<file path="src/design/ckl_pkg.sv">
// shared types, codes and defaults for the compacting key list
`default_nettype none
package ckl_pkg;

	localparam int CAPACITY_DEF = 128;

	localparam logic [1:0] ACT_INSERT = 2'd0;
	localparam logic [1:0] ACT_REMOVE = 2'd1;
	localparam logic [1:0] ACT_FIND   = 2'd2;

	localparam logic [1:0] ST_DONE   = 2'd0;
	localparam logic [1:0] ST_FULL   = 2'd1;
	localparam logic [1:0] ST_ABSENT = 2'd2;

	typedef struct packed {
		logic [1:0]  action;
		logic [15:0] key;
	} req_t;

	typedef struct packed {
		logic [1:0] status;
		logic [6:0] position;
		logic [7:0] fill_count;
	} rsp_t;

	typedef enum logic [2:0] {
		S_IDLE,
		S_DISPATCH,
		S_SCAN,
		S_SHIFT,
		S_RESP
	} state_t;

	typedef struct packed {
		logic take_req;
		logic do_insert;
		logic set_full;
		logic set_noop;
		logic scan_start;
		logic issue;
		logic set_found;
		logic set_absent;
		logic shift_start;
		logic shift_wr;
		logic dec_count;
		logic load_rsp;
	} cmd_t;

	typedef struct packed {
		logic [1:0] action;
		logic       full;
		logic       hit;
		logic       idx_lt_cnt;
		logic       rd_pend;
		logic       out_free;
	} sts_t;

endpackage
`default_nettype wire

</file>
<file path="src/design/compacting_key_list.sv">
// top level of the compacting key list: controller plus datapath
// An ordered list of 16-bit connection keys held in a single-port-write,
// single-port-read memory of CAPACITY entries, with a fill count. Insert
// appends a key at the end (status full when the list holds CAPACITY keys),
// find returns the position of the first equal key, and remove finds the
// first equal key, moves every later key down one place and decrements the
// count; absent keys give status not found with position zero. Every result
// word carries the fill count after the operation. One request word is
// worked at a time; find and remove walk the memory with one entry read
// per cycle (the shift overlaps one read and one write per cycle). The result
// sits in an output register, so a new request is taken while the previous
// result waits.
// Memory contents need no clearing after reset; only entries below the count
// are ever read.
`default_nettype none
module compacting_key_list #(
	parameter int CAPACITY = ckl_pkg::CAPACITY_DEF
) (
	input  wire logic          clk,
	input  wire logic          arst_n,
	// request channel
	input  wire logic          req_valid,
	output      logic          req_stall,
	input  wire ckl_pkg::req_t req,
	// result channel
	output      logic          rsp_valid,
	input  wire logic          rsp_stall,
	output      ckl_pkg::rsp_t rsp
);
	import ckl_pkg::*;

	// command and status bundles between controller and datapath
	cmd_t cmd;
	sts_t sts;

	// sequencing: dispatch, key scan, compacting shift, result hand-off
	ckl_ctrl u_ctrl (
		.clk       (clk),
		.arst_n    (arst_n),
		.req_valid (req_valid),
		.req_stall (req_stall),
		.sts       (sts),
		.cmd       (cmd)
	);

	// key memory, count, walk index and output word register
	ckl_dpath #(
		.CAPACITY (CAPACITY)
	) u_dpath (
		.clk       (clk),
		.arst_n    (arst_n),
		.req       (req),
		.cmd       (cmd),
		.sts       (sts),
		.rsp_valid (rsp_valid),
		.rsp_stall (rsp_stall),
		.rsp       (rsp)
	);

endmodule
`default_nettype wire

</file>
<file path="src/design/ckl_dpath.sv">
// datapath: entry memory, fill count, walk index and result register
`default_nettype none
module ckl_dpath #(
	parameter int CAPACITY = ckl_pkg::CAPACITY_DEF
) (
	input  wire logic         clk,
	input  wire logic         arst_n,
	input  wire ckl_pkg::req_t req,
	input  wire ckl_pkg::cmd_t cmd,
	output      ckl_pkg::sts_t sts,
	output      logic          rsp_valid,
	input  wire logic         rsp_stall,
	output      ckl_pkg::rsp_t rsp
);
	import ckl_pkg::*;

	localparam int AW = $clog2(CAPACITY);
	localparam int CW = $clog2(CAPACITY + 1);

	logic [15:0]   entry_mem_q [CAPACITY];
	logic [1:0]    act_q;
	logic [15:0]   key_q;
	logic [CW-1:0] count_q;
	logic [CW-1:0] idx_q;
	logic          rd_vld_s1;
	logic [AW-1:0] chk_idx_s1;
	logic [15:0]   rdata_s1;
	logic [1:0]    res_status_q;
	logic [AW-1:0] res_pos_q;
	logic          out_valid_q;
	rsp_t          out_q;

	logic          wr_en;
	logic [AW-1:0] wr_addr;
	logic [15:0]   wr_data;

	// insert appends at the count, shift moves the word just read down one place
	assign wr_en   = cmd.do_insert | cmd.shift_wr;
	assign wr_addr = cmd.do_insert ? count_q[AW-1:0] : chk_idx_s1 - AW'(1);
	assign wr_data = cmd.do_insert ? key_q : rdata_s1;

	always_ff @(posedge clk) begin
		if (wr_en) begin
			entry_mem_q[wr_addr] <= wr_data;
		end
		if (cmd.issue) begin
			rdata_s1   <= entry_mem_q[idx_q[AW-1:0]];
			chk_idx_s1 <= idx_q[AW-1:0];
		end
		if (cmd.take_req) begin
			act_q <= req.action;
			key_q <= req.key;
		end
		if (cmd.do_insert) begin
			res_status_q <= ST_DONE;
			res_pos_q    <= count_q[AW-1:0];
		end else if (cmd.set_full) begin
			res_status_q <= ST_FULL;
			res_pos_q    <= '0;
		end else if (cmd.set_found) begin
			res_status_q <= ST_DONE;
			res_pos_q    <= chk_idx_s1;
		end else if (cmd.set_absent) begin
			res_status_q <= ST_ABSENT;
			res_pos_q    <= '0;
		end else if (cmd.set_noop) begin
			res_status_q <= ST_DONE;
			res_pos_q    <= '0;
		end
		if (cmd.load_rsp) begin
			out_q.status     <= res_status_q;
			out_q.position   <= 7'(res_pos_q);
			out_q.fill_count <= 8'(count_q);
		end
	end

	always_ff @(posedge clk or negedge arst_n) begin
		if (!arst_n) begin
			count_q     <= '0;
			idx_q       <= '0;
			rd_vld_s1   <= 1'b0;
			out_valid_q <= 1'b0;
		end else begin
			rd_vld_s1 <= cmd.issue;
			if (cmd.do_insert) begin
				count_q <= count_q + CW'(1);
			end else if (cmd.dec_count) begin
				count_q <= count_q - CW'(1);
			end
			if (cmd.scan_start) begin
				idx_q <= '0;
			end else if (cmd.shift_start) begin
				idx_q <= CW'(chk_idx_s1) + CW'(1);
			end else if (cmd.issue) begin
				idx_q <= idx_q + CW'(1);
			end
			if (cmd.load_rsp) begin
				out_valid_q <= 1'b1;
			end else if (!rsp_stall) begin
				out_valid_q <= 1'b0;
			end
		end
	end

	always_comb begin
		sts.action     = act_q;
		sts.full       = (count_q == CW'(CAPACITY));
		sts.hit        = rd_vld_s1 && (rdata_s1 == key_q);
		sts.idx_lt_cnt = (idx_q < count_q);
		sts.rd_pend    = rd_vld_s1;
		sts.out_free   = !out_valid_q || !rsp_stall;
	end

	assign rsp_valid = out_valid_q;
	assign rsp       = out_q;

	a_count_bound: assert property (@(posedge clk) disable iff (!arst_n)
		count_q <= CW'(CAPACITY))
		else $error("fill count above capacity");

	a_read_live: assert property (@(posedge clk) disable iff (!arst_n)
		rd_vld_s1 |-> (CW'(chk_idx_s1) < count_q))
		else $error("read of an entry at or above the count");

	a_count_step: assert property (@(posedge clk) disable iff (!arst_n)
		(count_q != $past(count_q)) |->
			((count_q == $past(count_q) + CW'(1)) || (count_q == $past(count_q) - CW'(1))))
		else $error("fill count moved by more than one");

	a_rsp_slot: assert property (@(posedge clk) disable iff (!arst_n)
		cmd.load_rsp |-> (!out_valid_q || !rsp_stall))
		else $error("result loaded over a word not yet taken");

endmodule
`default_nettype wire

</file>
<file path="src/design/ckl_ctrl.sv">
// controller state machine for insert, scan and shift sequencing
`default_nettype none
module ckl_ctrl (
	input  wire logic          clk,
	input  wire logic          arst_n,
	input  wire logic          req_valid,
	output      logic          req_stall,
	input  wire ckl_pkg::sts_t sts,
	output      ckl_pkg::cmd_t cmd
);
	import ckl_pkg::*;

	state_t state_q;
	state_t state_nxt;

	always_ff @(posedge clk or negedge arst_n) begin
		if (!arst_n) begin
			state_q <= S_IDLE;
		end else begin
			state_q <= state_nxt;
		end
	end

	// next state
	always_comb begin
		state_nxt = state_q;
		case (state_q)
			S_IDLE: begin
				if (req_valid) begin
					state_nxt = S_DISPATCH;
				end
			end
			S_DISPATCH: begin
				case (sts.action)
					ACT_REMOVE, ACT_FIND: state_nxt = S_SCAN;
					default:              state_nxt = S_RESP;
				endcase
			end
			S_SCAN: begin
				if (sts.hit) begin
					state_nxt = (sts.action == ACT_REMOVE) ? S_SHIFT : S_RESP;
				end else if (!sts.idx_lt_cnt && !sts.rd_pend) begin
					state_nxt = S_RESP;
				end
			end
			S_SHIFT: begin
				if (!sts.idx_lt_cnt && !sts.rd_pend) begin
					state_nxt = S_RESP;
				end
			end
			S_RESP: begin
				if (sts.out_free) begin
					state_nxt = S_IDLE;
				end
			end
			default: state_nxt = S_IDLE;
		endcase
	end

	// outputs
	always_comb begin
		cmd       = '0;
		req_stall = (state_q != S_IDLE);
		case (state_q)
			S_IDLE: begin
				cmd.take_req = req_valid;
			end
			S_DISPATCH: begin
				case (sts.action)
					ACT_INSERT: begin
						cmd.do_insert = !sts.full;
						cmd.set_full  = sts.full;
					end
					ACT_REMOVE, ACT_FIND: cmd.scan_start = 1'b1;
					default:              cmd.set_noop   = 1'b1;
				endcase
			end
			S_SCAN: begin
				if (sts.hit) begin
					cmd.set_found   = 1'b1;
					cmd.shift_start = (sts.action == ACT_REMOVE);
				end else if (sts.idx_lt_cnt) begin
					cmd.issue = 1'b1;
				end else if (!sts.rd_pend) begin
					cmd.set_absent = 1'b1;
				end
			end
			S_SHIFT: begin
				cmd.issue     = sts.idx_lt_cnt;
				cmd.shift_wr  = sts.rd_pend;
				cmd.dec_count = !sts.idx_lt_cnt && !sts.rd_pend;
			end
			S_RESP: begin
				cmd.load_rsp = sts.out_free;
			end
			default: begin
				cmd = '0;
			end
		endcase
	end

endmodule
`default_nettype wire

</file>
<file path="config.mk">
export PLATFORM = sky130hd
export DESIGN_NAME = compacting_key_list
export DESIGN_NICKNAME = d
export VERILOG_FILES = /design/src/design/ckl_pkg.sv /design/src/design/compacting_key_list.sv /design/src/design/ckl_dpath.sv /design/src/design/ckl_ctrl.sv
export SDC_FILE = /design/constraint.sdc
export NUM_CORES = 2
export LEC_CHECK = 0
export ABC_AREA = 1
export BUFFER_PORTS_ARGS = -buffer_cell sky130_fd_sc_hd__buf_2
export CORE_UTILIZATION = 41
export DETAILED_ROUTE_END_ITERATION = 12
export PLACE_DENSITY = 0.68
export SLEW_MARGIN = 20
export SYNTH_ARGS = -nofsm -noshare
export SYNTH_HDL_FRONTEND = slang
export SYNTH_SLANG_ARGS = --single-unit
</file>
<file path="constraint.sdc">
create_clock -name clk -period 9.8 [get_ports clk]
set_input_delay 0.98 -clock clk [delete_from_list [all_inputs] [get_ports clk]]
set_output_delay 0.98 -clock clk [all_outputs]
set_load 0.1 [all_outputs]
</file>
# Yosys cells after proc, flatten, opt, wreduce, memory -nomap -nowiden
# Memory sizes are Yosys's and may differ from the RTL's. A register that Yosys moved wholly into a read port is not among the register bits.
# Cells that the tools add are included.
[op_classes]
addsub = 5
magnitude_cmp = 1
eq_ne = 11
n_mux = 43
bitwise = 1
n_reduce_logical = 20
[ops]
columns = ["operator", "count"]
rows = [
  ["2-to-1 mux 7 bit", 6],
  ["2-to-1 mux 8 bit", 5],
  ["2-to-1 mux 3 bit", 7],
  ["2-to-1 mux 1 bit", 17],
  ["adder 8 x 1 -> 8 bit, second input constant", 2],
  ["== test 16 bit", 1],
  ["2-to-1 mux 16 bit", 1],
  ["one-hot mux 3 bit (5 select lines)", 1],
  ["adder 7 x 1 -> 8 bit, second input constant", 1],
  ["== test 8 bit, second input constant", 1],
  ["< comparator 8 bit", 1],
  ["2-to-1 mux 2 bit", 4],
  ["subtractor 8 x 1 -> 8 bit, second input constant", 1],
  ["subtractor 7 x 1 -> 7 bit, second input constant", 1],
  ["== test 3 x 2 -> 1 bit, second input constant", 2],
  ["nonzero test 3 bit", 2],
  ["OR reduction 3 bit", 2],
  ["zero test 1 bit", 5],
  ["nonzero test 5 bit", 1],
  ["2-to-1 mux 4 bit", 1],
  ["inequality test 2 x 1 -> 1 bit, second input constant", 2],
  ["nonzero test 2 bit", 2],
  ["nonzero test 4 bit", 1],
  ["== test 3 x 1 -> 1 bit, second input constant", 1],
  ["other kinds (12)", 13],
]
[word_totals]
ff_bits = 72
mem_bits_rw = 2048
inputBits = 22
output_inout_bits = 19
word_cells = 96
memories = 1
[memory_table]
columns = ["memory", "depth", "width", "read_ports", "rd_ports_with_merged_regs", "wr", "line", "source"]
rows = [
  ["u_dpath.entry_mem_q", 128, 16, 1, 1, 1, "ckl_dpath.sv:20", "logic [15:0] entry_mem_q [CAPACITY];"],
]

# Depth between registers and ports, before layout
[logic_depth]
word_depth = 9
ltp_mapped = 19
ltp_nobuf = 19

# By module
# From an unflattened synthesis, not the netlist that was laid out.
[hier_totals]
hier_cells = 7189
area_unflattened_um2 = 86491.7
[by_module_without_submodules]
columns = ["module", "n_inst", "cells_per_inst", "area_per_inst_um2", "seq_area_each_um2"]
rows = [
  ["ckl_dpath", 1, 7126, 86113.8, 63941.3],
  ["ckl_ctrl", 1, 63, 377.9, 75.1],
]

# Least setup slack after synthesis
# No wires, ideal clock.
[synth_path]
path_type = "reg2reg"
from = "reg u_ctrl.state_q[2]"
to = "mem u_dpath.entry_mem_q[0][12] (data pin)"
setup_ns = 1.201
arrival_time_ns = 6.500
t_required_ns = 8.599
setup_slack_ns = 2.099
stages_incl_launch_ff = 9
path_buffers = 3
period_less_slack_ns = 7.701
path_cell_list = "dfrtp_1 > nor3_4 > nand2_2 > clkinv_1 > nand2_2 > buf_6 > buf_2 > buf_1 > o21ai_0"
[synth_between]
elab_chain_cells = 3
[synth_lines]
columns = ["item", "line", "source"]
rows = [
  ["from (decl)", "ckl_ctrl.sv:13", "state_t state_q;"],
  ["from (signal assigned)", "ckl_ctrl.sv:20", "state_q <= state_nxt;"],
  ["== test 3 x 1 -> 1 bit", "ckl_ctrl.sv:64", "case (state_q)"],
  ["2-to-1 mux 4 bit", "ckl_ctrl.sv:64", ""],
  ["2-to-1 mux 16 bit", "ckl_dpath.sv:40", "assign wr_data = cmd.do_insert ? key_q : rdata_s1;"],
  ["named net u_dpath.wr_data[12]", "ckl_dpath.sv:35", "logic [15:0] wr_data;"],
  ["to (decl)", "ckl_dpath.sv:20", ""],
]
# The timed path passes the listed nets, and every way through them passes these cells.

# Worst setup path after layout
[layout_path]
from = "reg u_dpath.idx_q[0]"
to = "reg u_dpath.rdata_s1[1], read port of u_dpath.entry_mem_q (data pin)"
[layout_between]
elab_chain_cells = 4
[layout_lines]
columns = ["item", "line", "source"]
rows = [
  ["from (decl)", "ckl_dpath.sv:24", "logic [CW-1:0] idx_q;"],
  ["from (signal assigned)", "ckl_dpath.sv:93", "idx_q <= CW'(chk_idx_s1) + CW'(1);"],
  ["from (signal assigned)", "ckl_dpath.sv:95", "idx_q <= idx_q + CW'(1);"],
  ["< comparator 8 bit", "ckl_dpath.sv:109", "sts.idx_lt_cnt = (idx_q < count_q);"],
  ["2-to-1 mux 1 bit", "ckl_ctrl.sv:82", "end else if (sts.idx_lt_cnt) begin"],
  ["2-to-1 mux 1 bit", "ckl_ctrl.sv:79", "if (sts.hit) begin"],
  ["one-hot mux 1 bit (2 select lines)", "ckl_ctrl.sv:64", ""],
  ["to (decl)", "ckl_dpath.sv:27", "logic [15:0] rdata_s1;"],
]
# Several ways; a longest one is shown, not always the timed one.
# A chain may end at the register's enable or synchronous reset.

==> flow_summary.toml <==
[finish]
finalNetCount = 6803
fillers = 17868
synthToLayoutAreaGrowth_pct = 12.07
diodes = 0
seq_area_um2 = 64030
multiInputGateArea_um2 = 19090
drive_gt1_share_pct = 8.635

[floorplan]
die_h_um = 458.2
initial_core_util_pct = 41.25
dieArea_um2 = 209900
fp-row-count = 167
io-pin-count = 41
fp.coreArea_um2 = 206900
fp.dieW_um = 458.2

[detailed_routing]
drc = 0
drt.antenna.violating_nets = 0
wl_um = 238500
drt-vias-per-instance = 5.935
wire_per_inst_um = 24.74
via_count = 57216
dr.pass1.iters = 10
drtIter0Drc = 8787

[timing]
tightest_slew_ps = 1193
slew_headroom_pct = 20.15
finClkSkew_ps = 40.88
fin_crit_sh_pct = 58.41
min_period_ps = 5724
fin_tns_setup_ps = 0
fmax_mhz = 174.7
rsz0062_at_grt = "false"
hold_violations = 0
drv_slew = 0
setup_viol_count_final = 0

[clocking]
hold_buffers = 0
path_clk_slew_ps = 60
cts_sinks = 2136
cts_buffer_depth = 3
cts_tree = "yes"
insertion_delay_ps = 870
post-cts-setup-buffers = 0
cts_root_buf = "clkbuf_16"
htreeDepth = 4
cts_resized = 0
numCtsBuffers = 207

[synthesis]
syn-num-nets = 6802
post-synth-top-area-cell = "edfxtp_1"
synthCells = 6761
netlist.area_leader.share_pct = 74.37
synth_common_cells = "edfxtp_1 (2113), nor2_1 (1206), o21ai_0 (1062)"
ys_warn_count = 0
synth_edf_count = 2113
synth_area_leaders = "edfxtp_1 (74%), o21ai_0 (6.2%), nor2_1 (5.3%), o22ai_1 (3.8%), nand2_1 (3.0%)"
netlist_area_um2 = 85320
dominantRegCellSynth = "edfxtp_1"
synth_area_per_cell_um2 = 12.62
ys_ff_latch = 2136
ys_seq_area_share_pct = 75.03
synth_cell_types = 41
synth.most_common_cell = "edfxtp_1"
ys_async_sr_fraction_pct = 0.9831

[status]
status = "finished clean"

[critical_path]
r2r_start = "u_dpath.idx_q[0]"
cp_data_arrival_time_ps = 6450
critPathLaunchType = "flop"
critPathCaptureType = "flop"
cp-startpoint = "u_dpath.idx_q[0]"
path_cells = "buf_4 > buf_12 > buf_4 > o21ai_0 > o22ai_1 > nand2_1 > nand3_1 > nand3_1 > a21oi_1 > nor3_1 > nor2_1"
max_stage_delay_ps = 1110
crit_required_ps = 10530
critPathSlowestCell = "dfrtp_4"
worstPathMaxFanout = 181
critPathKind = "flop to flop"

[pwr]
p_clk_share_pct = 26.5
powerDensity_nw_per_um2 = 314.2
combPwrFrac_pct = 32.9
power_uw = 30040
vdd_ir_drop_max_mv = 0.3052
p_sw_share_pct = 37.83
p_int_uw = 18680
p_leak_uw = 0.03126
power_frac_seq_pct = 40.6
p_switching_uw = 11360

[worst_hold_path]
min_path_type = "input pin to asynchronous set/reset pin"

[place]
dp_hpwl_um = 126900
io_buffer_count = 40
gp_congestion = 0.8765

[grt]
grtUsageTotal_pct = 22.08
grt_max_degree = 274
grt_antenna_before_repair = 4
grt_pass1_wl_um = 349200
grt_pass1_vias = 53370
overflow = 0

[run]
cap_violations = 0
power groups by stage:
stage          logic (µW)  registers, µW  clock network, µW
3_5_place_dp         9620          12400                  0
3_3_place_gp         9390          12400                  0
6_report             9880          12200               7950
4_1_cts              9660          12200               8000
5_1_grt             10600          12200               8340
2_1_floorplan        5990          12800                  0
cell type report:
type,instances,share of cell area (%)
Sequential cell,2136,66.97
Multi-Input combinational cell,4060,19.97
Clock buffer,266,5.814
Tap cell,2704,3.538
Timing Repair Buffer,257,2.060
Clock inverter,118,1.222
Inverter,100,0.4279
cell families (layout without fill, tap and decap cells):
group,after synthesis,after routing,share of synthesized area (%)
and+or+nand+nor,2361,2361,11.17
DFF,2136,2136,75.03
AOI/OAI and AO/OA,1669,1669,10.59
buffers and inverters,565,741,2.810
adders and majority gates,19,19,0.2874
xor gates and xnor gates,11,11,0.1129
registers in the layout, summed over array words and instances, names as in the netlist, 7 cells and up:
| name | cells |
|---|---|
| u_dpath.idx_q | 8 |
| u_dpath.rdata_s1 | 16 |
| u_dpath.res_pos_q | 7 |
| u_dpath.count_q | 8 |
| u_dpath.key_q | 16 |
| u_dpath.chk_idx_s1 | 7 |
| u_dpath.entry_mem_q | 2048 |
| u_dpath.rsp | 17 |
per-stage QoR:
stage	std cells	util, %	hold slack, ps	area [µm²]	setup slack, ps
after global routing	9641	46.22	127.8	95620	3804
after CTS	9637	46.17	80.73	95520	4392
after floorplan	6761	-	400.3	85320	2099
after global placement	9253	42.92	401.0	88790	4462
final	9641	46.22	124.2	95620	4076
after detailed placement	9253	42.92	404.5	88790	4391
path summary, 6_finish.rpt:
| check | cells after the start | end | slack [ps] |
|---|---|---|---|
| setup / recovery | 11 | u_dpath.rdata_s1[1] | 4080 |
| hold reg to reg | 0 | u_dpath.rsp[8] | 420 |
| setup reg to reg | 11 | u_dpath.rdata_s1[1] | 4080 |
| max in group asynchronous | 1 | u_dpath.idx_q[3] | 9200 |
| hold / removal | 1 | u_dpath.rd_vld_s1 | 120 |
| min in group clk | 1 | u_dpath.act_q[0] | 290 |
worst max-delay path, delay by kind of cell, from the launching register on:
family / cells / cell delay [ps]
AND/OR/NAND/NOR: 5 / 540
flip-flops: 1 / 1110
AO/OA/AOI/OAI: 3 / 1310
buffers and inverters: 3 / 2320
layout by cell type, fill, tap and decap left out, types with 2 or more instances in the layout:
| cell type | instances |
|---|---|
| dfrtp_1 | 16 |
| clkinv_1 | 53 |
| inv_1 | 84 |
| clkinv_8 | 4 |
| or2_2 | 2 |
| buf_12 | 8 |
| clkbuf_1 | 50 |
| nor2_2 | 4 |
| a21oi_1 | 75 |
| o22ai_1 | 519 |
| nand2_2 | 7 |
| inv_8 | 2 |
| inv_16 | 4 |
| buf_4 | 207 |
| edfxtp_1 | 2113 |
| bufinv_16 | 21 |
| nor2_1 | 1205 |
| nor3_1 | 36 |
| clkinvlp_4 | 5 |
| dfxtp_1 | 2 |
| buf_2 | 40 |
| clkbuf_8 | 3 |
| nor2_4 | 3 |
| inv_6 | 4 |
| nand3_1 | 409 |
| o21ai_4 | 16 |
| nand4_1 | 9 |
| xor2_1 | 11 |
| nor4_1 | 3 |
| a31oi_1 | 2 |
| clkbuf_16 | 213 |
| clkinv_2 | 29 |
| o21ai_0 | 1046 |
| dfrtp_4 | 4 |
| buf_16 | 2 |
| inv_2 | 11 |
| ha_1 | 18 |
| nand2_1 | 678 |
| o21ai_2 | 5 |
layer usage:
layer  GRT usage, %  wire length [µm]
met5              0                17
met1          31.06             92790
met3          3.958             27410
met2          34.28            109800
met4          8.162              8541
(Power assumes the default switching activity.)
